File: config.mk
export PLATFORM = sky130hd
export DESIGN_NAME = buzzer_pattern_sequencer
export DESIGN_NICKNAME = d
export VERILOG_FILES = /design/src/design/bps_pkg.sv /design/src/design/buzzer_pattern_sequencer.sv /design/src/design/bps_fifo.sv /design/src/design/bps_front.sv /design/src/design/bps_back.sv
export SDC_FILE = /design/constraint.sdc
export NUM_CORES = 1
export LEC_CHECK = 0
export ABC_AREA = 1
export BUFFER_PORTS_ARGS = -buffer_cell sky130_fd_sc_hd__buf_2
export CAP_MARGIN = 15
export CORE_ASPECT_RATIO = 1.25
export CORE_MARGIN = 2
export CORE_UTILIZATION = 30
export CTS_CLUSTER_SIZE = 20
export DETAILED_ROUTE_END_ITERATION = 8
export SLEW_MARGIN = 5
export SYNTH_ARGS = -nofsm -noshare
export SYNTH_HDL_FRONTEND = slang
export SYNTH_SLANG_ARGS = --single-unit
File: constraint.sdc
create_clock -name clk -period 5 [get_ports clk]
set_clock_uncertainty 0.2 [all_clocks]
set_input_delay 0.75 -clock clk [delete_from_list [all_inputs] [get_ports clk]]
set_output_delay 0.75 -clock clk [all_outputs]
set_load 0.1 [all_outputs]
File: src/design/bps_pkg.sv
`timescale 1ns / 1ps
// ----------------------------------------------------------------------------
// bps_pkg
// Shared types, codes and duration tables of the buzzer pattern sequencer.
// ----------------------------------------------------------------------------
package bps_pkg;

  localparam int QUEUE_DEPTH = 2;

  typedef enum logic [1:0] {
    CMD_TICK    = 2'd0,
    CMD_PATTERN = 2'd1,
    CMD_TONE    = 2'd2,
    CMD_NOP     = 2'd3
  } cmd_t;

  typedef enum logic [1:0] {
    MODE_IDLE    = 2'd0,
    MODE_TONE    = 2'd1,
    MODE_PATTERN = 2'd2
  } mode_t;

  typedef enum logic [1:0] {
    PH_SOUND = 2'd0,
    PH_QUIET = 2'd1,
    PH_GAP   = 2'd2
  } phase_t;

  localparam logic CFG_SOUND_ON = 1'b0;
  localparam logic CFG_VOLUME   = 1'b1;

  typedef struct packed {
    logic [1:0]  command;
    logic [2:0]  pattern_select;
    logic [15:0] tone_length_ms;
    logic [15:0] tone_frequency;
  } in_item_t;

  typedef struct packed {
    logic buzzer_drive;
    logic busy_res;
    logic finished;
  } out_item_t;

  // Classified command handed from the front end to the player
  typedef struct packed {
    cmd_t        kind;
    logic [2:0]  pat;
    logic [15:0] len;
    logic        audible;
  } op_t;

  localparam logic [8:0] PAT_TAB [8][17] = '{
    '{9'd150, 9'd0, 9'd0, 9'd0, 9'd0, 9'd0, 9'd0, 9'd0, 9'd0,
      9'd0, 9'd0, 9'd0, 9'd0, 9'd0, 9'd0, 9'd0, 9'd0},
    '{9'd30, 9'd30, 9'd30, 9'd30, 9'd30, 9'd30, 9'd30, 9'd30, 9'd30,
      9'd0, 9'd0, 9'd0, 9'd0, 9'd0, 9'd0, 9'd0, 9'd0},
    '{9'd60, 9'd60, 9'd60, 9'd60, 9'd60, 9'd180, 9'd180, 9'd60, 9'd180,
      9'd60, 9'd180, 9'd180, 9'd60, 9'd60, 9'd60, 9'd60, 9'd60},
    '{9'd200, 9'd100, 9'd300, 9'd0, 9'd0, 9'd0, 9'd0, 9'd0, 9'd0,
      9'd0, 9'd0, 9'd0, 9'd0, 9'd0, 9'd0, 9'd0, 9'd0},
    '{9'd300, 9'd200, 9'd300, 9'd200, 9'd300, 9'd0, 9'd0, 9'd0, 9'd0,
      9'd0, 9'd0, 9'd0, 9'd0, 9'd0, 9'd0, 9'd0, 9'd0},
    '{9'd40, 9'd60, 9'd40, 9'd60, 9'd40, 9'd60, 9'd200, 9'd100, 9'd50,
      9'd50, 9'd50, 9'd50, 9'd300, 9'd0, 9'd0, 9'd0, 9'd0},
    '{9'd0, 9'd0, 9'd0, 9'd0, 9'd0, 9'd0, 9'd0, 9'd0, 9'd0,
      9'd0, 9'd0, 9'd0, 9'd0, 9'd0, 9'd0, 9'd0, 9'd0},
    '{9'd0, 9'd0, 9'd0, 9'd0, 9'd0, 9'd0, 9'd0, 9'd0, 9'd0,
      9'd0, 9'd0, 9'd0, 9'd0, 9'd0, 9'd0, 9'd0, 9'd0}
  };

  localparam logic [4:0] PAT_LEN [8] = '{
    5'd1, 5'd9, 5'd17, 5'd3, 5'd5, 5'd13, 5'd0, 5'd0
  };

  function automatic logic [4:0] pat_len(input logic [2:0] pat);
    return PAT_LEN[pat];
  endfunction

  function automatic logic [8:0] pat_dur(input logic [2:0] pat, input logic [4:0] pos);
    logic [8:0] v;
    v = '0;
    if (pos < 5'd17) begin
      v = PAT_TAB[pat][pos];
    end
    return v;
  endfunction

  function automatic logic [6:0] vol_max(input logic [1:0] level);
    logic [6:0] m;
    case (level)
      2'd0:    m = 7'd20;
      2'd1:    m = 7'd50;
      default: m = 7'd100;
    endcase
    return m;
  endfunction

endpackage

File: src/design/buzzer_pattern_sequencer.sv
`timescale 1ns / 1ps
// ----------------------------------------------------------------------------
// buzzer_pattern_sequencer
// Millisecond-tick driven tone and pattern player for an active buzzer.
// ----------------------------------------------------------------------------
// Every item (tick, pattern start, tone start) yields exactly one result item
// showing buzzer level, busy and the end-of-playback pulse. One item is taken
// per clock while the command queue is not full; its result passes through the
// command queue and then the result queue before it can be popped, and the
// playback engine retires one queued item per cycle while the result queue has
// room. Both queues hold two items, so up to four items are taken while
// results wait to be popped before full rises. There is no start-up clearing
// pass. Write configuration only while no result is outstanding.
module buzzer_pattern_sequencer import bps_pkg::*; #(
  parameter int PATTERN_COUNT       = 6,
  parameter int VOLUME_LEVELS       = 3,
  parameter int MAX_PATTERN_ENTRIES = 17
) (
  input  logic      clk,
  input  logic      rst_n,
  input  logic      in_push,
  input  in_item_t  in_item,
  output logic      in_full,
  output logic      out_empty,
  input  logic      out_pop,
  output out_item_t out_item,
  input  logic      cfg_we,
  input  logic      cfg_index,
  input  logic [1:0] cfg_wdata
);

  logic       sound_on_r;
  logic [1:0] volume_r;

  op_t        op;
  logic       op_empty;
  logic       op_pop;
  out_item_t  res;
  logic       res_push;
  logic       res_full;
  logic [$bits(out_item_t)-1:0] out_raw;

  always_ff @(posedge clk) begin
    if (!rst_n) begin
      sound_on_r <= 1'b1;
      volume_r   <= 2'd2;
    end else if (cfg_we) begin
      if (cfg_index == CFG_SOUND_ON) begin
        sound_on_r <= cfg_wdata[0];
      end else if ({1'b0, cfg_wdata} < 3'(VOLUME_LEVELS)) begin
        volume_r <= cfg_wdata;
      end
    end
  end

  bps_front #(
    .PATTERN_COUNT (PATTERN_COUNT)
  ) u_front (
    .clk      (clk),
    .rst_n    (rst_n),
    .in_push  (in_push),
    .in_item  (in_item),
    .in_full  (in_full),
    .sound_on (sound_on_r),
    .op_pop   (op_pop),
    .op       (op),
    .op_empty (op_empty)
  );

  bps_back #(
    .MAX_PATTERN_ENTRIES (MAX_PATTERN_ENTRIES)
  ) u_back (
    .clk      (clk),
    .rst_n    (rst_n),
    .op       (op),
    .op_empty (op_empty),
    .op_pop   (op_pop),
    .volume   (volume_r),
    .res_full (res_full),
    .res_push (res_push),
    .res      (res)
  );

  bps_fifo #(
    .WIDTH ($bits(out_item_t)),
    .DEPTH (QUEUE_DEPTH)
  ) u_res_queue (
    .clk   (clk),
    .rst_n (rst_n),
    .push  (res_push),
    .wdata (res),
    .full  (res_full),
    .pop   (out_pop),
    .rdata (out_raw),
    .empty (out_empty)
  );

  assign out_item = out_item_t'(out_raw);

  // the engine only retires a command when its result has a slot
  a_no_res_overflow: assert property (@(posedge clk) disable iff (!rst_n)
    res_push |-> !res_full)
    else $error("result pushed into a full queue");

  a_pop_matches_push: assert property (@(posedge clk) disable iff (!rst_n)
    op_pop |-> (res_push && !op_empty))
    else $error("command retired without a result");

  a_finish_is_idle: assert property (@(posedge clk) disable iff (!rst_n)
    (!out_empty && out_item.finished) |-> (!out_item.busy_res && !out_item.buzzer_drive))
    else $error("finished reported while still playing");

  a_drive_needs_busy: assert property (@(posedge clk) disable iff (!rst_n)
    (!out_empty && out_item.buzzer_drive) |-> out_item.busy_res)
    else $error("buzzer driven while idle");

endmodule

File: src/design/bps_fifo.sv
`timescale 1ns / 1ps
// ----------------------------------------------------------------------------
// bps_fifo
// Small register queue with push/full and pop/empty sides.
// ----------------------------------------------------------------------------
module bps_fifo #(
  parameter int WIDTH = 8,
  parameter int DEPTH = 2
) (
  input  logic             clk,
  input  logic             rst_n,
  input  logic             push,
  input  logic [WIDTH-1:0] wdata,
  output logic             full,
  input  logic             pop,
  output logic [WIDTH-1:0] rdata,
  output logic             empty
);

  localparam int PW = (DEPTH > 1) ? $clog2(DEPTH) : 1;
  localparam int CW = $clog2(DEPTH + 1);

  logic [WIDTH-1:0] slot_r [DEPTH];
  logic [PW-1:0]    wr_ptr_r, wr_ptr_nxt;
  logic [PW-1:0]    rd_ptr_r, rd_ptr_nxt;
  logic [CW-1:0]    count_r, count_nxt;
  logic             do_push, do_pop;

  assign full    = (count_r == CW'(DEPTH));
  assign empty   = (count_r == '0);
  assign do_push = push & ~full;
  assign do_pop  = pop & ~empty;
  assign rdata   = slot_r[rd_ptr_r];

  always_comb begin
    wr_ptr_nxt = wr_ptr_r;
    rd_ptr_nxt = rd_ptr_r;
    count_nxt  = count_r;
    if (do_push) begin
      wr_ptr_nxt = (wr_ptr_r == PW'(DEPTH - 1)) ? '0 : wr_ptr_r + PW'(1);
    end
    if (do_pop) begin
      rd_ptr_nxt = (rd_ptr_r == PW'(DEPTH - 1)) ? '0 : rd_ptr_r + PW'(1);
    end
    if (do_push && !do_pop) begin
      count_nxt = count_r + CW'(1);
    end else if (do_pop && !do_push) begin
      count_nxt = count_r - CW'(1);
    end
  end

  always_ff @(posedge clk) begin
    if (!rst_n) begin
      wr_ptr_r <= '0;
      rd_ptr_r <= '0;
      count_r  <= '0;
    end else begin
      wr_ptr_r <= wr_ptr_nxt;
      rd_ptr_r <= rd_ptr_nxt;
      count_r  <= count_nxt;
    end
  end

  always_ff @(posedge clk) begin
    if (do_push) begin
      slot_r[wr_ptr_r] <= wdata;
    end
  end

endmodule

File: src/design/bps_front.sv
`timescale 1ns / 1ps
// ----------------------------------------------------------------------------
// bps_front
// Accepts items, screens start commands and queues them for the player.
// ----------------------------------------------------------------------------
module bps_front import bps_pkg::*; #(
  parameter int PATTERN_COUNT = 6
) (
  input  logic     clk,
  input  logic     rst_n,
  input  logic     in_push,
  input  in_item_t in_item,
  output logic     in_full,
  input  logic     sound_on,
  input  logic     op_pop,
  output op_t      op,
  output logic     op_empty
);

  op_t                   op_in;
  logic [$bits(op_t)-1:0] op_raw;

  // Pattern starts that can never play, and empty tones, become no-ops here
  always_comb begin
    op_in.kind    = CMD_NOP;
    op_in.pat     = in_item.pattern_select;
    op_in.len     = in_item.tone_length_ms;
    op_in.audible = sound_on & (in_item.tone_frequency != '0);
    case (cmd_t'(in_item.command))
      CMD_TICK: op_in.kind = CMD_TICK;
      CMD_PATTERN: begin
        if (sound_on && ({1'b0, in_item.pattern_select} < 4'(PATTERN_COUNT)) &&
            (pat_len(in_item.pattern_select) != '0)) begin
          op_in.kind = CMD_PATTERN;
        end
      end
      CMD_TONE: begin
        if (in_item.tone_length_ms != '0) begin
          op_in.kind = CMD_TONE;
        end
      end
      default: op_in.kind = CMD_NOP;
    endcase
  end

  bps_fifo #(
    .WIDTH ($bits(op_t)),
    .DEPTH (QUEUE_DEPTH)
  ) u_op_queue (
    .clk   (clk),
    .rst_n (rst_n),
    .push  (in_push),
    .wdata (op_in),
    .full  (in_full),
    .pop   (op_pop),
    .rdata (op_raw),
    .empty (op_empty)
  );

  assign op = op_t'(op_raw);

endmodule

File: src/design/bps_back.sv
`timescale 1ns / 1ps
// ----------------------------------------------------------------------------
// bps_back
// Playback engine: runs tone and pattern timing, one queued item per cycle while the result queue has room.
// ----------------------------------------------------------------------------
module bps_back import bps_pkg::*; #(
  parameter int MAX_PATTERN_ENTRIES = 17
) (
  input  logic       clk,
  input  logic       rst_n,
  input  op_t        op,
  input  logic       op_empty,
  output logic       op_pop,
  input  logic [1:0] volume,
  input  logic       res_full,
  output logic       res_push,
  output out_item_t  res
);

  mode_t       mode_r, mode_nxt;
  phase_t      phase_r, phase_nxt;
  logic [2:0]  pat_r, pat_nxt;
  logic [4:0]  pos_r, pos_nxt;
  logic [15:0] ms_r, ms_nxt;
  logic [15:0] quiet_r, quiet_nxt;
  logic        fin;

  logic        go;
  logic [4:0]  pos_inc;
  logic [4:0]  limit;
  logic [15:0] ms_dec;
  logic [15:0] load_d;
  logic [15:0] cap;
  logic [15:0] on_a;
  logic [15:0] on_q;

  assign go       = ~op_empty & ~res_full;
  assign op_pop   = go;
  assign res_push = go;

  assign pos_inc = pos_r + 5'd1;
  assign limit   = (pat_len(pat_r) > 5'(MAX_PATTERN_ENTRIES)) ?
                   5'(MAX_PATTERN_ENTRIES) : pat_len(pat_r);
  assign ms_dec  = (ms_r != '0) ? ms_r - 16'd1 : '0;

  // One shared cap unit splits an on-duration into sounding and quiet parts
  always_comb begin
    case (op.kind)
      CMD_TONE:    load_d = op.len;
      CMD_PATTERN: load_d = 16'(pat_dur(op.pat, 5'd0));
      default:     load_d = 16'(pat_dur(pat_r, pos_inc));
    endcase
  end

  assign cap  = 16'(vol_max(volume));
  assign on_a = (load_d < cap) ? load_d : cap;
  assign on_q = load_d - on_a;

  // Next state
  always_comb begin
    mode_nxt  = mode_r;
    phase_nxt = phase_r;
    pat_nxt   = pat_r;
    pos_nxt   = pos_r;
    ms_nxt    = ms_r;
    quiet_nxt = quiet_r;
    fin       = 1'b0;
    if (go) begin
      case (op.kind)
        CMD_TICK: begin
          if (mode_r != MODE_IDLE) begin
            ms_nxt = ms_dec;
            if (ms_dec == '0) begin
              if (phase_r == PH_SOUND && quiet_r != '0) begin
                phase_nxt = PH_QUIET;
                ms_nxt    = quiet_r;
                quiet_nxt = '0;
              end else if (mode_r == MODE_PATTERN && pos_inc < limit) begin
                pos_nxt = pos_inc;
                if (pos_inc[0]) begin
                  phase_nxt = PH_GAP;
                  ms_nxt    = load_d;
                  quiet_nxt = '0;
                end else begin
                  phase_nxt = PH_SOUND;
                  ms_nxt    = on_a;
                  quiet_nxt = on_q;
                end
              end else begin
                if (mode_r == MODE_PATTERN) begin
                  pos_nxt = pos_inc;
                end
                mode_nxt  = MODE_IDLE;
                phase_nxt = PH_SOUND;
                quiet_nxt = '0;
                fin       = 1'b1;
              end
            end
          end
        end
        CMD_PATTERN: begin
          if (mode_r == MODE_IDLE) begin
            mode_nxt  = MODE_PATTERN;
            pat_nxt   = op.pat;
            pos_nxt   = '0;
            phase_nxt = PH_SOUND;
            ms_nxt    = on_a;
            quiet_nxt = on_q;
          end
        end
        CMD_TONE: begin
          if (mode_r == MODE_IDLE) begin
            mode_nxt = MODE_TONE;
            pos_nxt  = '0;
            if (op.audible) begin
              phase_nxt = PH_SOUND;
              ms_nxt    = on_a;
              quiet_nxt = on_q;
            end else begin
              // silent tone: skip straight to the quiet part
              phase_nxt = PH_QUIET;
              ms_nxt    = op.len;
              quiet_nxt = '0;
            end
          end
        end
        default: begin
          mode_nxt = mode_r;
        end
      endcase
    end
  end

  // Outputs
  always_comb begin
    res.buzzer_drive = (mode_nxt != MODE_IDLE) && (phase_nxt == PH_SOUND);
    res.busy_res     = (mode_nxt != MODE_IDLE);
    res.finished     = fin;
  end

  always_ff @(posedge clk) begin
    if (!rst_n) begin
      mode_r  <= MODE_IDLE;
      phase_r <= PH_SOUND;
      pat_r   <= '0;
      pos_r   <= '0;
      ms_r    <= '0;
      quiet_r <= '0;
    end else begin
      mode_r  <= mode_nxt;
      phase_r <= phase_nxt;
      pat_r   <= pat_nxt;
      pos_r   <= pos_nxt;
      ms_r    <= ms_nxt;
      quiet_r <= quiet_nxt;
    end
  end

endmodule

; Word level (Yosys, flattened, before mapping)
; Memories as Yosys holds them, arrays and structs flattened. A register that Yosys moved wholly into a read port is not among the register bits.
; Index checks and enable logic that the tools add are counted.
[classes]
magnitude_cmp = 10
eq_ne = 15
mux = 85
shifts = 0
n_addsub = 11
n_div = 0
n_mul = 0
bitwise_logic = 15
reduce_logical = 40
[ops]
columns = op, n
row1 = $mux 153, 4
row2 = $mux 16, 18
row3 = $pmux 16 s3, 2
row4 = $reduce_bool 16->1, 4
row5 = $mux 5, 11
row6 = $bmux 9 s5, 1
row7 = $mux 2, 20
row8 = $pmux 16 s2, 1
row9 = $mux 9, 3
row10 = $mux 1, 20
row11 = $pmux 2 s3, 3
row12 = $logic_not 16->1, 1
row13 = $logic_not 2->1, 8
row14 = $lt 16x7->1, 1
row15 = $sub 16x1->16 const B, 1
row16 = $sub 16x16->16, 1
row17 = $pmux 7 s2, 1
row18 = $ge 4x4->1 const B, 3
row19 = $not 3->4, 3
row20 = $eq 2x2->1 const B, 5
row21 = $ne 2x1->1 const B, 5
row22 = $pmux 5 s2, 1
row23 = $reduce_bool 2->1, 5
row24 = $logic_and 1x1->1, 9
row25 = 25 further kinds, 45
[word_totals]
latchBits = 0
output_inout_bits = 5
word_cells = 196
reg_bits = 55
rom_bits = 2528
ram_bits = 50
in_bits = 45
n_memories = 6
[memory_table]
columns = memory, depth, width, rd, rd_ports_with_merged_regs, write_ports, line_no
row1 = (name not given), 8, 153, 1, 0, 0, bps_pkg.sv:84  ; v = PAT_TAB[pat][pos];
row2 = (name not given), 8, 153, 1, 0, 0, bps_pkg.sv:84
row3 = u_front.u_op_queue.slot_r, 2, 22, 1, 1, 1, bps_fifo.sv:23  ; logic [WIDTH-1:0] slot_r [DEPTH];
row4 = (name not given), 8, 5, 1, 0, 0, bps_pkg.sv:77  ; return PAT_LEN[pat];
row5 = (name not given), 8, 5, 1, 0, 0, bps_pkg.sv:77
row6 = u_res_queue.slot_r, 2, 3, 1, 1, 1, bps_fifo.sv:23

; Depth between registers and ports, before layout
; Gate-level depths: netlist of run 1.
[logic_depth]
ltp_word = 18
ltp_mapped = 33
mapped_depth_nobuf = 30

; Cells and area by module
; Synthesis of run 1 repeated with hierarchy kept, for this count alone.
[hier_totals]
hier_cells = 1090
area_unflattened_um2 = 7808.7
[by_module_without_submodules]
columns = mod, cells_each, instances, seq_area_each_um2, area_each_um2
row1 = bps_back, 880, 1, 880.8, 5217.5
row2 = bps_fifo (u_front.u_op_queue), 106, 1, 1421.4, 1839.3
row3 = bps_fifo (u_res_queue), 47, 1, 280.3, 469.2
row4 = bps_front, 37, 1, 0.0, 148.9
row5 = buzzer_pattern_sequencer, 20, 1, 60.1, 133.9

; Least setup slack after synthesis of run 1
; OpenSTA, ideal clock, no wires.
[synth_timing]
path_kind = register to register
start = register with a tool-made name
end = register u_back.quiet_r[8]
n_path_buf = 5
t_arrival_ns = 4.400
period_less_slack_ns = 4.732
stages_incl_launch_ff = 31
path_slack_ns = 0.268
t_required_ns = 4.668
setup_time_ns = 0.132
path_cell_list = dfxtp_1 -> inv_2 -> buf_6 -> buf_2 -> or2_2 -> o21ai_0 -> ha_1 -> clkbuf_1 -> clkbuf_1 -> o21ai_0 -> o211ai_1 -> inv_1 -> ha_1 -> a21oi_1 -> nor2_1 -> nor2_2 -> nand2_4 -> buf_6 -> nand2_1 -> a21boi_1 -> inv_1 -> ha_1 -> nand2_1 -> a21oi_1 -> nand4_1 -> nand2_1 -> nand2_2 -> nand2_1 -> nand2_1 -> nand3_1 -> a21oi_1
[synth_rtl]
columns = element, line_no
row1 = end signal: assignment, bps_back.sv:155  ; quiet_r <= quiet_nxt;
row2 = end: declaration, bps_back.sv:25  ; logic [15:0] quiet_r, quiet_nxt;

; Worst setup path in the final report of run 1
[layout_timing]
start = register u_back.pat_r[0]
end = register u_back.quiet_r[9]
[layout_via]
elab_chain_len = 18
word_cells_on_any_way = 28
[layout_rtl]
columns = element, line_no
row1 = start: declaration, bps_back.sv:22  ; logic [2:0] pat_r, pat_nxt;
row2 = start signal: assignment, bps_back.sv:152  ; pat_r <= pat_nxt;
row3 = $not 3->4 (not written as such) *, "bps_pkg.sv:77, bps_pkg.sv:84"
row4 = $mem_v2 8x153, --
row5 = $mux 153 (not written as such) (2 in series), bps_pkg.sv:84
row6 = $bmux 9 s5, bps_pkg.sv:84
row7 = $mux 9 (not written as such) (2 in series), bps_pkg.sv:84
row8 = $mux 9, bps_pkg.sv:83  ; if (pos < 5'd17) begin
row9 = $pmux 16 s2, bps_back.sv:48  ; case (op.kind)
row10 = $lt 16x7->1, bps_back.sv:56  ; assign on_a = (load_d < cap) ? load_d : cap;
row11 = $mux 16, bps_back.sv:56
row12 = $sub 16x16->16, bps_back.sv:57  ; assign on_q = load_d - on_a;
row13 = $mux 16, bps_back.sv:80  ; if (pos_inc[0]) begin
row14 = $mux 16, bps_back.sv:78  ; end else if (mode_r == MODE_PATTERN && pos_inc < limit) begin
row15 = $mux 16, bps_back.sv:74  ; if (phase_r == PH_SOUND && quiet_r != '0) begin
row16 = $mux 16, bps_back.sv:73  ; if (ms_dec == '0) begin
row17 = $mux 16, bps_back.sv:71  ; if (mode_r != MODE_IDLE) begin
row18 = $pmux 16 s3 *, bps_back.sv:69  ; case (op.kind)
; Every way passes the cells marked *; elsewhere a longest branch is shown, timed or not. The select of a mux whose other input is x is not followed.
; A chain may end at the register's enable or synchronous reset.

==> Implementation_results.wiki, run 1 <==
{| class="wikitable"
! Metric !! Value
|-
| Status || finished clean
|-
| Routability-driven placement congestion ratio || 0.933
|-
| Peak per-stage delay on the critical path || 0.39 ns
|-
| Initial drt markers || 468
|-
| Mean instance size in the synthesized netlist || 7.11 um2
|-
| Syn. warnings || 0
|-
| Total track usage || 16.8%
|-
| Required arrival time at the worst endpoint || 5.07 ns
|-
| Source-to-sink clock delay at the later pin of the worst-skew pair || 0.37 ns
|-
| Cell count after placement || 1399
|-
| #FFs+latches synth || 107
|-
| Worst path top cell family by delay || simple AND/OR/NAND/NOR gates
|-
| Hold crit path type || flop to flop
|-
| Worst-case register-to-register setup slack || 0.41 ns
|-
| Distinct cell type count after synthesis || 56
|-
| Crit path capture type || flop
|-
| Number of clock sinks || 107
|-
| Number of remaining DRC errors || 0
|-
| Number of max-capacitance violations reported || 0
|-
| End point of the most critical hold path || u_front.u_op_queue.rd_ptr_r$_SDFFE_PN0P_
|-
| Xor and xnor area share after synthesis || 1.79%
|-
| Max frequency || 0.218 GHz
|-
| Data arrival at the endpoint of the critical path || 4.66 ns
|-
| Sequential element share of the synthesized area || 36.0%
|-
| Clock slew seen by the registers of the worst setup and hold paths || 0.08 ns
|-
| Width of the die || 144 um
|-
| Area of the mapped netlist || 7340 um2
|-
| Combinational family with the most area after synthesis || simple AND/OR/NAND/NOR gates
|-
| Startpoint of the lowest-slack register-to-register path || u_back.pat_r[0]$_SDFFE_PN0P_
|-
| Fill cell instance count of the final layout || 2588
|-
| Setup crit start kind || flop
|-
| Number of antenna violations at the first check in global routing || 0
|-
| Number of global-route vias before repair || 6786
|-
| Core Rows || 64
|-
| Number of failing hold endpoints at the final stage || 0
|-
| Synth Net Count || 1111
|-
| Min Clock Period, post-route || 4.59 ns
|-
| Overall via count from detail_route || 7069
|-
| Area of the die || 25700 um2
|-
| Worst min-delay path startpoint || u_front.u_op_queue.rd_ptr_r$_SDFFE_PN0P_
|-
| Rel. slew slack || 26.4%
|-
| Least-Margin Pin Slew || 1.10 ns
|-
| Final total negative setup slack || 0 ns
|-
| Post-route fraction of the period consumed by the critical path || 91.7%
|-
| Final count of negative-setup-slack endpoints || 0
|-
| Count of cells along the worst hold path || 1
|-
| Buffers added on ports || 49
|-
| First-pass GRT wire length || 34.2 mm
|-
| Fraction of final layout cells sized beyond drive strength 1 || 15.2%
|-
| Antenna Cells || 0
|-
| Commonest cells after routing, fill and taps aside || nand2_1, nor2_1, inv_1, nand3_1, a21oi_1
|-
| Die height || 179 um
|-
| Compound-cell area share of the yosys netlist || 15.2%
|-
| Number of max-slew violations in the final report || 0
|-
| Sum of net half-perimeters after detailed placement || 16.1 mm
|-
| Commonest non-fill, non-tap cell in the layout || nand2_1
|-
| Number of enable-type register cells in the synthesized netlist || 50
|-
| Post-synthesis mux area share || 0.733%
|-
| Top Ports || 50
|-
| Mean number of vias per cell || 4.97
|-
| Area used by multi-input combinational logic || 4120 um2
|-
| Fraction of the mapped netlist area in simple logic gates || 32.0%
|-
| Final std cells w/o fill || 1423
|-
| Cell with the biggest individual delay on the critical path || dfxtp_1
|-
| Max clock buf depth || 2
|-
| Number of buffer and inverter instances along the worst setup path || 6
|-
| First drt pass iteration count || 6
|-
| Capture point of the worst reg-to-reg path || u_back.quiet_r[9]$_SDFFE_PN0P_
|-
| Initial Utilization || 30.2%
|-
| Number of cells on the critical path || 30
|-
| Share of flip-flops with an asynchronous set or reset after synthesis || 0%
|-
| Cells after Synth || 1033
|-
| Area of the core || 24300 um2
|-
| Length in cells of the worst reg-to-reg path || 30
|-
| Wirelength, routed || 20.9 mm
|-
| Critical setup path kind || flop to flop
|-
| TritonCTS clock tree || built
|-
| Layout Nets || 1166
|-
| CTS Hold Buffers Added || 0
|-
| Unrepaired setup endpoints after global routing || no
|-
| Top flip-flop cell by instance count after synthesis || dfxtp_1
|-
| Clock tree root driver cell || clkbuf_16
|-
| Layout Area Growth over Synthesis || 14.1%
|-
| Count of H-tree levels built during CTS || 3
|-
| Worst-path fanout max || 10
|-
| Detailed-route wire length per cell || 14.7 um
|-
| Adder and majority gate portion of the synthesized area || 5.73%
|-
| Register area || 2650 um2
|-
| CTS Buf Count || 9
|-
| Largest net degree at the start of global routing || 36
|-
| Number of nets still failing antenna checks after routing || 0
|-
| Remaining global-route overflow || 0
|}
synth_stat cells, types with 3 or more instances:
cell type / number / area share, %
nand2_1: 210 / 11
nor2_1: 117 / 6.0
inv_1: 104 / 5.3
nand3_1: 98 / 6.7
a21oi_1: 90 / 6.1
o21ai_0: 63 / 4.3
dfxtp_1: 57 / 16
edfxtp_1: 50 / 20
ha_1: 32 / 5.5
nand4_1: 16 / 1.4
o21ai_1: 16 / 1.1
clkbuf_1: 15 / 0.77
nor4_1: 15 / 1.3
inv_2: 13 / 0.66
nor3_1: 13 / 0.89
xor2_1: 11 / 1.3
nand2_2: 10 / 0.85
nor2_2: 10 / 0.85
o211ai_1: 10 / 1.0
buf_2: 8 / 0.55
or2_2: 8 / 0.68
o21a_1: 5 / 0.51
buf_4: 4 / 0.41
nand2_4: 4 / 0.61
nand3_2: 4 / 0.55
xnor2_1: 4 / 0.48
a31oi_1: 3 / 0.26
buf_6: 3 / 0.46
clkinv_1: 3 / 0.15
mux2_2: 3 / 0.46
nor3_2: 3 / 0.41
cells by family after synthesis:
| family | count (synthesis) |
|---|---|
| adders and majority gates | 33 |
| xor gates and xnor gates | 15 |
| DFF | 107 |
| other | 1 |
| and+or+nand+nor | 518 |
| muxes | 5 |
| buffers and inverters | 152 |
| AOI/OAI and AO/OA | 202 |
cell type report:
cell class                      instances  share of cell area (%)
Sequential cell                       107                    31.6
Clock buffer                            9                    2.69
Clock inverter                          7                   0.971
Tap cell                              330                    4.93
Timing Repair Buffer                   74                    5.17
Inverter                              122                    5.51
Multi-Input combinational cell        774                    49.1
worst max-delay path by stage:
stage	startpoint	slack (ns)	end
final	u_back.pat_r[0]$_SDFFE_PN0P_	0.41	u_back.quiet_r[9]$_SDFFE_PN0P_
after detailed placement	flop	0.25	u_back.quiet_r[8]$_SDFFE_PN0P_
after global routing	u_back.pat_r[0]$_SDFFE_PN0P_	0.02	u_back.quiet_r[10]$_SDFFE_PN0P_
after CTS	flop	0.23	u_back.quiet_r[8]$_SDFFE_PN0P_
after floorplan	flop	0.27	u_back.quiet_r[8]$_SDFFE_PN0P_
after global placement	flop	0.27	u_back.quiet_r[9]$_SDFFE_PN0P_
per-stage QoR:
stage               worst slack (ns)  hold slack, ns  instance area (um2)  util, %
floorplan                      0.268           0.225                 7340        -
global placement               0.268           0.237                 7970     32.8
detailed placement             0.247           0.251                 7970     32.8
CTS                            0.226           0.260                 8280     34.1
global route                  0.0168           0.282                 8380     34.5
finish                         0.414           0.257                 8380     34.5
flip-flops by register name, summed over array words and instances (netlist names), named ones only:
| signal | flops |
|---|---|
| u_res_queue.rd_ptr_r | 1 |
| u_back.mode_r | 2 |
| volume_r | 2 |
| u_res_queue.count_r | 2 |
| u_back.quiet_r | 16 |
| u_back.phase_r | 2 |
| sound_on_r | 1 |
| u_back.pos_r | 5 |
| u_front.u_op_queue.slot_r | 44 |
| u_front.u_op_queue.rd_ptr_r | 1 |
| u_res_queue.wr_ptr_r | 1 |
| u_res_queue.slot_r | 6 |
| u_back.ms_r | 16 |
| u_front.u_op_queue.count_r | 2 |
| u_front.u_op_queue.wr_ptr_r | 1 |
| u_back.pat_r | 3 |
worst register-to-register path: cells and delay by family (launching register included):
family	cells	cell delay (ns)
AO/OA/AOI/OAI	7	0.99
AND/OR/NAND/NOR	14	1.50
buffers and inverters	6	0.62
adder cells (fa/ha/maj)	3	0.80
flip-flops	1	0.39
layer usage:
metal  vias up  GRT usage [%]  share of wire [%]
met2       222           29.7                 50
met4         0           6.13                2.3
met5         -              0                  0
li1       3573              -                  -
met1      3240           21.3                 43
met3        34           1.63                5.0
timing repair:
item / CTS / global route
setup endpoints to repair: 0 / 11
buffers inserted: 0 / 8
endpoints found under the hold margin: 0 / 0
resized for setup: 0 / 15
Power of run 1 is left out: the tool's default activity adds up to more than one toggle a clock period on the data nets, which glitch-free logic cannot reach.
==> run 2, diff against run 1 <==
- ABC_AREA: 1 -> unset
- MAX_ROUTING_LAYER: unset -> met4
- clock period: 5 -> 5.6 ns (I/O delays scaled with it)
==> Implementation_results.wiki, run 2 <==
{| class="wikitable"
! Metric !! Value
|-
| Overall via count from detail_route || 6778
|-
| Layout Nets || 975
|-
| Clock tree root driver cell || clkbuf_16
|-
| Critical setup path kind || flop to flop
|-
| Fraction of power consumed by combinational cells || 69.0%
|-
| Share of flip-flops with an asynchronous set or reset after synthesis || 0%
|-
| Number of antenna violations at the first check in global routing || 0
|-
| Cells after Synth || 832
|-
| Clock slew seen by the registers of the worst setup and hold paths || 0.08 ns
|-
| Capture point of the worst reg-to-reg path || u_back.quiet_r[8]$_SDFFE_PN0P_
|-
| Cell with the biggest individual delay on the critical path || or4_4
|-
| Antenna Cells || 0
|-
| Highest layer used for signal routing || met4
|-
| Top flip-flop cell by instance count after synthesis || dfxtp_1
|-
| Detailed route wirelength on metal2 || 10.6 mm
|-
| Commonest cells after routing, fill and taps aside || nand2_1, dfxtp_1, buf_4, nor2_1, edfxtp_1
|-
| IR drop worst, VDD || 0.209 mV
|-
| Unrepaired setup endpoints after global routing || no
|-
| Max clock buf depth || 2
|-
| Worst min-delay path startpoint || u_back.quiet_r[6]$_SDFFE_PN0P_
|-
| Leakage power of the design || 3.25 nW
|-
| Leading cell type by number of instances after synthesis || nand2_1
|-
| Flip-flop count of the largest register, all copies and words added || 44
|-
| Synth top area cells || edfxtp_1, dfxtp_1, ha_1
|-
| Crit path capture type || flop
|-
| Fraction of final layout cells sized beyond drive strength 1 || 19.6%
|-
| Number of remaining DRC errors || 0
|-
| Commonest non-fill, non-tap cell in the layout || nand2_1
|-
| First-pass GRT wire length || 34.8 mm
|-
| Width of the die || 144 um
|-
| Distinct cell type count after synthesis || 92
|-
| Number of clock sinks || 107
|-
| Synth Net Count || 910
|-
| Finished Core Util || 35.3%
|-
| Buffers added on ports || 49
|-
| Total track usage || 17.5%
|-
| Required arrival time at the worst endpoint || 5.63 ns
|-
| Post-route fraction of the period consumed by the critical path || 95.2%
|-
| Area of the mapped netlist || 7400 um2
|-
| Cell-by-cell trace of the critical path || ha_4, nand2b_2, o22ai_1, a221oi_1, a21oi_1, o21ai_0, a221oi_2, ha_1, a21oi_1, o21ai_0, or3_1, nor4_4, nand3_2, mux2i_2, fa_2, or4_4, a311oi_4, nand3b_1, o221ai_1
|-
| Share of power burned in registers || 20.6%
|-
| Register with the highest flop count || u_front.u_op_queue.slot_r
|-
| Biggest area consumer among synthesized cells || edfxtp_1
|-
| Worst-case register-to-register setup slack || 0.27 ns
|-
| Pwr per Cell Area || 662 nW/um2
|-
| Number of nets still failing antenna checks after routing || 0
|-
| Number of failing hold endpoints at the final stage || 0
|-
| Die height || 180 um
|-
| Initial Utilization || 30.4%
|-
| Number of max-slew violations in the final report || 0
|-
| Number of max-capacitance violations reported || 0
|-
| Area of the die || 26000 um2
|-
| Layout Area Growth over Synthesis || 16.1%
|-
| Final count of negative-setup-slack endpoints || 0
|-
| #FFs+latches synth || 107
|-
| First drt pass iteration count || 6
|-
| Cell-internal power || 2.78 mW
|-
| M1 WL || 9.28 mm
|-
| Peak per-stage delay on the critical path || 0.57 ns
|-
| Length in cells of the worst reg-to-reg path || 19
|-
| Data arrival at the endpoint of the critical path || 5.36 ns
|-
| Wirelength, routed || 21.6 mm
|-
| Max frequency || 0.188 GHz
|-
| Setup crit start kind || flop
|-
| Syn. warnings || 0
|-
| Initial drt markers || 606
|-
| Rel. slew slack || 28.3%
|-
| End point of the most critical hold path || u_back.quiet_r[6]$_SDFFE_PN0P_
|-
| Worst-path fanout max || 7
|-
| Routability-driven placement congestion ratio || 0.944
|-
| Least-Margin Pin Slew || 1.08 ns
|-
| Mean instance size in the synthesized netlist || 8.90 um2
|-
| CTS Hold Buffers Added || 0
|-
| Met3 WL || 1.07 mm
|-
| Mean number of vias per cell || 5.50
|-
| Status || finished clean
|-
| Biggest registers after layout || u_front.u_op_queue.slot_r (44), u_back.ms_r (16), u_back.quiet_r (16)
|-
| Min Clock Period, post-route || 5.33 ns
|-
| TritonCTS clock tree || built
|-
| Remaining global-route overflow || 0
|-
| Startpoint of the lowest-slack register-to-register path || u_back.pos_r[0]$_SDFFE_PN0P_
|-
| Number of enable-type register cells in the synthesized netlist || 50
|-
| Largest net degree at the start of global routing || 52
|-
| Number of global-route vias before repair || 6549
|-
| Count of cells along the worst hold path || 2
|-
| Top Ports || 50
|-
| Count of H-tree levels built during CTS || 3
|-
| Final total negative setup slack || 0 ns
|-
| Area of the core || 24300 um2
|-
| Share of total power in the clock network || 10.5%
|-
| Sum of net half-perimeters after detailed placement || 16.7 mm
|-
| Detailed-route wire length per cell || 17.5 um
|-
| Most instantiated cells after synthesis || nand2_1, dfxtp_1, nor2_1
|-
| Sequential element share of the synthesized area || 35.7%
|-
| NetSw || 2.91 mW
|-
| Net switching share of the total power || 51.1%
|-
| CTS Buf Count || 9
|-
| Core Rows || 64
|-
| Hold crit path type || flop to flop
|-
| Source-to-sink clock delay at the later pin of the worst-skew pair || 0.36 ns
|-
| Area fraction of the dominant cell type after synthesis || 20.3%
|}
-- run 2: what timing repair did --
action	4_1_cts	5_1_grt
resized for setup	0	12
buffers inserted	0	0
setup endpoints to repair	0	11
-- run 2: metrics by stage --
step	total power, mW	worst slack [ns]	cell area (um2)	cells	hold slack, ns
after global routing	6.10	0.00269	8600	1232	0.330
after detailed placement	5.02	0.0979	8280	1216	0.270
after CTS	5.64	0.0804	8550	1232	0.280
final	5.69	0.269	8600	1232	0.291
after global placement	5.02	0.144	8280	1216	0.267
after floorplan	3.93	0.0171	7460	832	0.248
-- run 2: worst max path at each step --
stage | from | endpoint | slack, ns
2_1_floorplan | flop | u_back.quiet_r[11]$_SDFFE_PN0P_ | 0.02
3_3_place_gp | u_back.pos_r[0]$_SDFFE_PN0P_ | u_back.quiet_r[5]$_SDFFE_PN0P_ | 0.14
3_5_place_dp | u_back.pos_r[0]$_SDFFE_PN0P_ | u_back.quiet_r[5]$_SDFFE_PN0P_ | 0.1
4_1_cts | u_back.pos_r[0]$_SDFFE_PN0P_ | u_back.quiet_r[5]$_SDFFE_PN0P_ | 0.08
5_1_grt | u_back.pat_r[0]$_SDFFE_PN0P_ | u_back.quiet_r[5]$_SDFFE_PN0P_ | 0.003
6_report | u_back.pos_r[0]$_SDFFE_PN0P_ | u_back.quiet_r[8]$_SDFFE_PN0P_ | 0.27
-- run 2: worst max-delay path: cells and delay by family (launching register included) --
kind / cells / cell delay [ns]
AND/OR/NAND/NOR: 6 / 1.88
multiplexers: 1 / 0.18
adder cells (fa/ha/maj): 3 / 0.97
AO/OA/AOI/OAI: 9 / 1.55
flip-flops: 1 / 0.40
-- run 2: cell type report --
cell class / instances / area (um2)
fillers: 2550 / 15700
multi-input cells: 641 / 4500
flip-flops and latches: 107 / 2640
repair buffers: 100 / 628
well taps: 330 / 413
clock buffers: 10 / 229
inverters: 38 / 144
clock inverters: 6 / 41.3
-- run 2: logic make-up after synthesis --
group	Yosys count	share of synthesized area, %
flops	107	35.7
fa+ha+maj	35	5.95
xor+xnor	22	2.71
simple gates	302	21.5
buf+inv	84	4.67
other cells	1	0.0507
compound gates	238	23.3
mux	43	6.12
-- run 2: metal layers --
metal,vias to the layer above,global-route usage (%)
met5,-,-
met4,0,6.87
met3,50,2.56
met2,245,28.9
met1,3202,21.3
li1,3281,-
-- run 2: power groups by stage --
| stage | clock, mW | sequential, mW | combinational, mW |
|---|---|---|---|
| after CTS | 0.615 | 1.16 | 3.86 |
| after global placement | 0 | 1.18 | 3.84 |
| after global routing | 0.643 | 1.19 | 4.26 |
| after detailed placement | 0 | 1.18 | 3.84 |
| after floorplan | 0 | 1.11 | 2.82 |
| final | 0.597 | 1.17 | 3.92 |
No activity file was read; power rests on OpenSTA's default activity.
==> run 3, diff against run 2 <==
- SETUP_SLACK_MARGIN: unset -> 0.05
- clock period: 5.6 -> 4.58 ns (I/O delays scaled with it)
==> Implementation_results.wiki, run 3 (synthesis gave the netlist of run 2 again) <==
{| class="wikitable"
! Metric !! Value
|-
| Number of remaining DRC errors || 0
|-
| Fill cell instance count of the final layout || 2444
|-
| Required arrival time at the worst endpoint || 4.65 ns
|-
| Power Total || 8.47 mW
|-
| Detailed-route wire length per cell || 17.9 um
|-
| Antenna Cells || 0
|-
| CTS Buf Count || 9
|-
| First-pass GRT wire length || 38.2 mm
|-
| Least-Margin Pin Slew || 1.06 ns
|-
| Crit path capture type || flop
|-
| CTS Hold Buffers Added || 0
|-
| Data arrival at the endpoint of the critical path || 5.14 ns
|-
| Worst-path fanout max || 6
|-
| Cell count after placement || 1306
|-
| Leakage power of the design || 3.89 nW
|-
| IR drop worst, VDD || 0.383 mV
|-
| Register area || 2650 um2
|-
| Finished Core Util || 40.7%
|-
| Clock slew seen by the registers of the worst setup and hold paths || 0.08 ns
|-
| Remaining global-route overflow || 0
|-
| Area of the core || 24300 um2
|-
| Mean number of vias per cell || 5.47
|-
| Net switching share of the total power || 47.7%
|-
| Number of clock sinks || 107
|-
| Max clock buf depth || 2
|-
| Rel. slew slack || 29.5%
|-
| Biggest registers after layout || u_front.u_op_queue.slot_r (44), u_back.ms_r (16), u_back.quiet_r (16)
|-
| Number of max-capacitance violations reported || 0
|-
| Initial drt markers || 649
|-
| Source-to-sink clock delay at the later pin of the worst-skew pair || 0.37 ns
|-
| Number of nets still failing antenna checks after routing || 0
|-
| Die height || 180 um
|-
| Worst Hold Margin || 0.295 ns
|-
| Pwr per Cell Area || 854 nW/um2
|-
| Fraction of final layout cells sized beyond drive strength 1 || 33.8%
|-
| Layout Nets || 1087
|-
| Top Ports || 50
|-
| Least setup slack across all paths after layout || -0.492 ns
|-
| Unrepaired setup endpoints after global routing || yes
|-
| Buffers added on ports || 49
|-
| Share of power burned in registers || 16.8%
|-
| Number of max-slew violations in the final report || 0
|-
| Setup crit start kind || flop
|-
| TritonCTS clock tree || built
|-
| Max frequency || 0.197 GHz
|-
| Status || complete, but fails checks
|-
| Final std cells w/o fill || 1344
|-
| Count of H-tree levels built during CTS || 3
|-
| Critical setup path kind || flop to flop
|-
| Final count of negative-setup-slack endpoints || 13
|-
| Cell-internal power || 4.43 mW
|-
| Register with the highest flop count || u_front.u_op_queue.slot_r
|-
| Clock tree root driver cell || clkbuf_16
|-
| Number of antenna violations at the first check in global routing || 0
|-
| Width of the die || 144 um
|-
| Largest net degree at the start of global routing || 52
|-
| Number of failing hold endpoints at the final stage || 0
|-
| Wirelength, routed || 24.0 mm
|-
| Min Clock Period, post-route || 5.07 ns
|-
| Initial Utilization || 30.4%
|-
| Flip-flop count of the largest register, all copies and words added || 44
|-
| Commonest non-fill, non-tap cell in the layout || buf_4
|-
| Commonest cells after routing, fill and taps aside || buf_4, nand2_1, dfxtp_1, edfxtp_1, buf_2
|-
| Area used by multi-input combinational logic || 4900 um2
|-
| Layout Area Growth over Synthesis || 34.0%
|-
| Total track usage || 19.3%
|-
| Post-route fraction of the period consumed by the critical path || 111%
|-
| Failing checks || setup timing
|-
| Pre-CTS worst setup slack || -0.740 ns
|-
| Number of global-route vias before repair || 7167
|-
| Share of total power in the clock network || 9.4%
|-
| Area of the die || 26000 um2
|-
| NetSw || 4.05 mW
|-
| Routability-driven placement congestion ratio || 0.915
|-
| Fraction of power consumed by combinational cells || 73.8%
|-
| Hold crit path type || flop to flop
|-
| Core Rows || 64
|-
| Overall via count from detail_route || 7347
|-
| First drt pass iteration count || 5
|-
| Sum of net half-perimeters after detailed placement || 18.2 mm
|}
## run 3: path summary, 6_finish.rpt
kind                                 from                              to  depth (start not counted)  slack (ns)
max          u_back.pos_r[0]$_SDFFE_PN0P_  u_back.quiet_r[5]$_SDFFE_PN0P_                         23       -0.49
min          u_back.pos_r[3]$_SDFFE_PN0P_    u_back.pos_r[3]$_SDFFE_PN0P_                          2        0.29
max reg2reg  u_back.pos_r[0]$_SDFFE_PN0P_  u_back.quiet_r[5]$_SDFFE_PN0P_                         23       -0.49
min reg2reg  u_back.pos_r[3]$_SDFFE_PN0P_    u_back.pos_r[3]$_SDFFE_PN0P_                          2        0.29
## run 3: stage by stage
stage,TNS (ns),instance area (um2)
after floorplan,-7.39,7600
after global placement,-7.98,9060
after detailed placement,-8.22,9060
after CTS,-3.50,9730
after global routing,-8.51,9920
final,-5.49,9920
## run 3: final cells by class
type	instances	area share, %
timing repair buffer	212	15.3
sequential	107	26.7
clock inverter	6	0.656
clock buffer	10	2.31
multi-input combinational	641	49.4
tap	330	4.16
inverter	38	1.45
## run 3: layer usage
layer / track usage (%) / part of all wire (%) / vias up
met5: - / 0 / -
met4: 8.70 / 4.2 / 0
met3: 2.18 / 4.6 / 73
met2: 32.2 / 49 / 259
met1: 23.2 / 42 / 3506
li1: - / - / 3509
## run 3: repair_timing
item	CTS	global route
setup buffers	19	11
pin swaps	39	39
setup endpoints to repair	19	24
gates cloned	0	0
gates resized for setup	54	35
## run 3: power groups by stage
| stage | logic (mW) | registers (mW) | clock network (mW) |
|---|---|---|---|
| after floorplan | 3.61 | 1.36 | 0 |
| after global placement | 5.49 | 1.43 | 0 |
| after detailed placement | 5.50 | 1.44 | 0 |
| after CTS | 6.02 | 1.42 | 0.806 |
| after global routing | 6.70 | 1.46 | 0.853 |
| final | 6.25 | 1.43 | 0.796 |
## run 3: worst max-delay path, cell delays in order (launching register included)
cell,delay [ns]
dfxtp_4,0.36
ha_4,0.18
xnor2_4,0.23
clkinv_2,0.10
buf_6,0.13
nor2_4,0.20
a311oi_4,0.15
a221oi_4,0.27
ha_4,0.26
a21oi_2,0.11
o21ai_1,0.08
or3_4,0.39
buf_6,0.13
nor4_4,0.29
nand3_2,0.14
mux2i_2,0.25
buf_4,0.16
inv_2,0.04
ha_4,0.26
nor2_4,0.05
and4_1,0.14
o41a_1,0.48
xnor2_1,0.17
a22o_1,0.20
